### src/design/assert_macros.svh
// Assertion macros shared by the synthesizer word calculator.
// Each macro expects signals named clk and rst in the scope where it is used.
`ifndef ASSERT_MACROS_SVH
`define ASSERT_MACROS_SVH

// Same-cycle implication, disabled during reset.
`define FNSW_ASSERT_IMP(lbl, ante, cons, msg) \
  lbl: assert property (@(posedge clk) disable iff (rst) (ante) |-> (cons)) else $error(msg);

// Next-cycle implication, disabled during reset.
`define FNSW_ASSERT_NXT(lbl, ante, cons, msg) \
  lbl: assert property (@(posedge clk) disable iff (rst) (ante) |=> (cons)) else $error(msg);

`endif

### src/design/fnsw_pkg.sv
// Package for the fractional-N synthesizer word calculator.
// Holds widths, band thresholds and the divider pipeline payload type; no dependencies.
`timescale 1ns / 1ps
package fnsw_pkg;

  localparam int FNSW_XW    = 26;   // crystal width
  localparam int FNSW_CW    = 30;   // carrier width
  localparam int FNSW_DVW   = 20;   // deviation width
  localparam int FNSW_FRACB = 19;   // fraction bits below the 2^19 offset
  localparam int FNSW_NW    = FNSW_CW + FNSW_FRACB;  // dividend width, 49
  localparam int FNSW_RW    = FNSW_XW + 1;           // partial remainder width
  localparam int FNSW_NSTEP = FNSW_NW;               // one quotient bit a step
  localparam int FNSW_STEPS_PER_STAGE = 4;

  localparam logic [FNSW_XW-1:0] FNSW_XTAL_RESET = 26'd30000000;

  localparam logic [FNSW_CW-1:0] FNSW_TH0 = 30'd705000000;
  localparam logic [FNSW_CW-1:0] FNSW_TH1 = 30'd525000000;
  localparam logic [FNSW_CW-1:0] FNSW_TH2 = 30'd353000000;
  localparam logic [FNSW_CW-1:0] FNSW_TH3 = 30'd239000000;
  localparam logic [FNSW_CW-1:0] FNSW_TH4 = 30'd177000000;

  localparam logic [2:0] BAND_DIV4  = 3'd0;
  localparam logic [2:0] BAND_DIV6  = 3'd1;
  localparam logic [2:0] BAND_DIV8  = 3'd2;
  localparam logic [2:0] BAND_DIV12 = 3'd3;
  localparam logic [2:0] BAND_DIV16 = 3'd4;
  localparam logic [2:0] BAND_DIV24 = 3'd5;

  localparam logic [31:0] FNSW_RECIP3  = 32'hAAAAAAAB;  // x/3  = (x*c) >> 33
  localparam logic [31:0] FNSW_RECIP10 = 32'hCCCCCCCD;  // x/10 = (x*c) >> 35
  localparam logic [23:0] FNSW_DEV_MAX = 24'hFFFFFF;

  typedef struct packed {
    logic [2:0]          band;
    logic                pfd_zero;
    logic                xtal_zero;
    logic [FNSW_XW-1:0]  modulo;
    logic [FNSW_XW-1:0]  pfd;
    logic [FNSW_XW-1:0]  xtal;
    logic [FNSW_RW-1:0]  rem_m;   // carrier/pfd partial remainder
    logic [FNSW_NW-1:0]  num_m;   // dividend bits out, quotient bits in
    logic [FNSW_RW-1:0]  rem_d;   // deviation/crystal partial remainder
    logic [FNSW_NW-1:0]  num_d;
  } fnsw_div_t;

endpackage

### src/design/fnsw_div_stage.sv
// One register stage of the two parallel restoring dividers.
// Depends on fnsw_pkg for the payload type and widths.
`timescale 1ns / 1ps
module fnsw_div_stage import fnsw_pkg::*; #(
  parameter int STEP_BASE = 0,
  parameter int STEPS     = FNSW_STEPS_PER_STAGE
) (
  input  logic      clk,
  input  logic      rst,
  input  logic      en,
  input  logic      valid_in,
  input  fnsw_div_t data_in,
  output logic      valid_out,
  output fnsw_div_t data_out
);

  fnsw_div_t work;

  always_comb begin
    logic [FNSW_RW-1:0] r;
    work = data_in;
    for (int j = 0; j < STEPS; j++) begin
      if (STEP_BASE + j < FNSW_NSTEP) begin
        r = {work.rem_m[FNSW_RW-2:0], work.num_m[FNSW_NW-1]};
        if (r >= {1'b0, work.pfd}) begin
          work.rem_m = r - {1'b0, work.pfd};
          work.num_m = {work.num_m[FNSW_NW-2:0], 1'b1};
        end else begin
          work.rem_m = r;
          work.num_m = {work.num_m[FNSW_NW-2:0], 1'b0};
        end
        r = {work.rem_d[FNSW_RW-2:0], work.num_d[FNSW_NW-1]};
        if (r >= {1'b0, work.xtal}) begin
          work.rem_d = r - {1'b0, work.xtal};
          work.num_d = {work.num_d[FNSW_NW-2:0], 1'b1};
        end else begin
          work.rem_d = r;
          work.num_d = {work.num_d[FNSW_NW-2:0], 1'b0};
        end
      end
    end
  end

  always_ff @(posedge clk) begin
    if (rst) begin
      valid_out <= 1'b0;
    end else if (en) begin
      valid_out <= valid_in;
    end
    if (en) begin
      data_out <= work;
    end
  end

endmodule

### config.mk
export PLATFORM = sky130hd
export DESIGN_NAME = fnsw_div_stage
export DESIGN_NICKNAME = d
export VERILOG_FILES = /design/src/design/assert_macros.svh /design/src/design/fnsw_pkg.sv /design/src/design/fnsw_div_stage.sv
export SDC_FILE = /design/constraint.sdc
export NUM_CORES = 1
export LEC_CHECK = 0
export BUFFER_PORTS_ARGS = -buffer_cell sky130_fd_sc_hd__buf_2
export CAP_MARGIN = 20
export CORE_MARGIN = 5
export CORE_UTILIZATION = 43
export CTS_CLUSTER_SIZE = 28
export DETAILED_ROUTE_END_ITERATION = 6
export PLACE_DENSITY = 0.66
export SLEW_MARGIN = 25
export SYNTH_ARGS = -nofsm -noshare
export SYNTH_HDL_FRONTEND = slang
export SYNTH_SLANG_ARGS = --single-unit
### constraint.sdc
create_clock -name clk -period 16.5 [get_ports clk]
set_clock_uncertainty 0.2 [all_clocks]
set_input_delay 3.3 -clock clk [delete_from_list [all_inputs] [get_ports clk]]
set_output_delay 3.3 -clock clk [all_outputs]
set_load 0.03 [all_outputs]
==> impl_results.rst <==
.. list-table::
   :header-rows: 1

   * - Metric
     - Value
   * - Number of max-cap violations
     - 0
   * - Most common cell in the synthesized netlist
     - edfxtp_1
   * - Max-slew headroom at the worst pin
     - 35.78%
   * - Transition time at the pin with the least slew margin
     - 0.9633 ns
   * - Met2 usage in global routing
     - 45.16%
   * - Root Driver
     - clkbuf_16
   * - Post-layout power
     - approximately 0.0059 W
   * - Post-synth top area share
     - 34.90%
   * - Area of the multi-input gates
     - between 0.01 and 0.015 mm²
   * - Setup Viol. Count Final
     - 0
   * - Fraction of layout cells with a size suffix above 1
     - 23.67%
   * - Signal arrival time at the worst endpoint
     - 15.71 ns
   * - # rows
     - 79
   * - Most utilized layer in the global route result
     - met2
   * - Met1 Track Usage GR
     - a little under a third
   * - Part of the cycle the worst path needs
     - ~94%
   * - Synth cell types
     - about 80
   * - Post-DRT Antenna Nets
     - 0
   * - Max Fclk
     - 0.06460 GHz
   * - Setup Fix Bufs, Post-CTS
     - 0
   * - Mapped Avg Cell Area
     - 9.414 µm²
   * - Nets in the synthesized netlist
     - 2,603
   * - Count of flip-flops with a built-in enable after synthesis
     - 235
   * - CP required
     - 16.73 ns
   * - HPWL reported at the end of detailed placement
     - 56,590 µm
   * - Portion of the post-synthesis area used by sequential elements
     - 35.00%
   * - Post-Route Utilization
     - 52.51%
   * - Kind of end point of the critical path
     - register
   * - Crit-path max cell delay
     - between 0.5 and 0.6 ns
   * - Starting Density
     - 43.43%
   * - Worst-case setup margin in the final layout
     - a little over 1 ns
   * - Maximum VDD drop
     - 0.1564 mV
   * - Total area of sequential cells
     - 0.007077 mm²
   * - Syn Std Cell Area
     - just over 0.02 mm²
   * - HP Class
     - reg -> reg
   * - Slew Viols, Final
     - 0
   * - Number of warnings reported in the yosys synthesis log
     - 0
   * - Routed length per instance
     - 20.88 µm
   * - Die boundary height
     - 226.9 µm
   * - Number of nets in the final layout
     - 3,111
   * - Top cell type by total area after synthesis
     - edfxtp_1
   * - Cell depth of the worst min-delay path
     - 2
   * - Number of standard cells after synthesis
     - around 2,100
   * - Primary flip-flop cell chosen by synthesis mapping
     - edfxtp_1
   * - Total clock buffers created by CTS
     - 26
   * - TritonCTS clock tree
     - done
   * - GRT Total Usage
     - 25.06%
   * - Cell area power density
     - roughly 240 mW/mm²
   * - Placement Setup Slack
     - 0.7348 ns
   * - Worst Path Max Fanout
     - 28
   * - Clock insertion delay at the later pin of the skew report
     - roughly 0.55 ns
   * - I/O Pins
     - about 480
   * - Total Neg Setup Slack
     - 0 ns
   * - Synth top cells by count
     - edfxtp_1 (235), a21oi_1 (212), ha_1 (208), inv_1 (156), o21ai_0 (152)
   * - Cells resized by post-CTS repair
     - 0
   * - Synthesis-to-finish area growth
     - 20.91%
   * - Kind of start point of the critical path
     - primary input
   * - Vias in the first global route
     - roughly 19,000
   * - Final-report hold violation count
     - 0
   * - Clk pin slew, worst setup/hold paths
     - around 0.060 ns
   * - Full die area
     - between 0.05 and 0.06 mm²
   * - Final critical-path required period
     - 15.48 ns
   * - Largest net degree at the start of global routing
     - 93
   * - Crit path max-delay cell type
     - a2111o_1
   * - RSZ-0062 raised after global routing
     - no
   * - Via count
     - ~19,000
   * - Maximum level of the CTS H-tree
     - 1
   * - Final WL
     - just under 70,000 µm
   * - Starting DRT DRC Count
     - 1,327
   * - CTS sink cnt
     - between 200 and 250
   * - FFs w/ async S/R, synth
     - 0%
   * - Count of unresolved DRC violations after routing
     - 0
   * - Buffer levels on the longest clock path
     - 3
   * - Synthesized flop and latch total
     - 236
   * - Global-route wire length before repair
     - 103,100 µm
   * - Critical setup path kind
     - in -> reg
   * - Post-CTS Hold Buffers
     - 0
   * - 1st-pass router iterations
     - 6
   * - Depth of the worst register-to-register path
     - 2
   * - Number of input and output port buffers inserted
     - 472
   * - Vias per Instance
     - 5.782
   * - Total global routing overflow
     - 0
   * - Number of inserted filler cells in the final layout
     - 4,324
   * - Cell types with the largest area share after synthesis
     - edfxtp_1 (35%), ha_1 (13%), a21oi_1 (5.2%), xnor2_1 (4.6%), o21ai_0 (3.8%)
   * - Final weighted congestion in routability-driven placement
     - 0.9324
   * - Initial antenna violation count
     - 2
   * - Run status
     - finished clean
   * - Met3 Resource Use GR
     - a little over 3%
   * - Core region area
     - 0.04656 mm²
   * - Static leakage
     - between 10 and 15 nW
   * - Die width
     - 226.9 µm
[critical path, delay by kind of cell]
family	cells	cell delay [ns]
buffers and inverters	9	2.06
adder cells (fa/ha/maj)	4	1.42
XOR/XNOR	1	0.16
AND/OR/NAND/NOR	8	1.25
AO/OA/AOI/OAI	25	6.92
multiplexers	2	0.56
[layer usage]
layer	wire, µm	part of all wire, %
met1	27700	40
met2	34280	50
met3	4552	6.6
met4	2007	2.9
met5	0	0
[cell type report]
type                       count  area share, %
timing repair buffer         529          11.56
inverter                     161          2.472
clock buffer                  31          2.738
antenna                        1        0.01024
clock inverter                15         0.6090
multi-input combinational   1702          50.56
sequential                   236          28.95
tap                          607          3.106
[layout by cell type (no fill, tap or decap), types with 33 or more instances in the layout]
master      n
ha_1      208
xnor2_1   107
nand2_1   146
xor2_1     61
o21ai_0   152
a21o_1     99
nand3_1    42
edfxtp_1  235
nor2_1    120
buf_2     471
buf_4      55
mux2i_1    47
o221ai_1   33
nand2b_1   34
a21oi_1   212
inv_1     156
[power breakdown]
| part | switching [W] | internal [W] | leakage, nW |
|---|---|---|---|
| Combinational | 0.00260 | 0.00173 | 8.53 |
| Sequential | 0.0000364 | 0.000919 | 2.31 |
| Clock | 0.000250 | 0.000322 | 0.397 |
[registers in the layout, summed over array words and instances, names as in the netlist]
name	flops
data_out	235
valid_out	1
[logic make-up after synthesis]
| logic type | share of synthesized area [%] |
|---|---|
| flops | 35.00 |
| xor+xnor | 7.277 |
| mux | 3.793 |
| buf+inv | 3.966 |
| compound gates | 23.79 |
| fa+ha+maj | 13.66 |
| simple gates | 12.51 |
[per-stage QoR]
step                      instance area (µm²)  std cells  hold slack, ns
after global routing                    24450       3282          0.3443
after detailed placement                23630       3235          0.3008
after global placement                  23630       3235          0.2774
final                                   24450       3282          0.3173
after CTS                               24450       3281          0.3149
after floorplan                         20220       2148          0.4299
[worst paths after layout]
path	start	to	slack, ns
min	valid_out	valid_out	0.32
max reg2reg	valid_out	valid_out	15.71
min reg2reg	valid_out	valid_out	0.32
max	data_in[162]	data_out[75]	1.02
(Power assumes the default switching activity.)
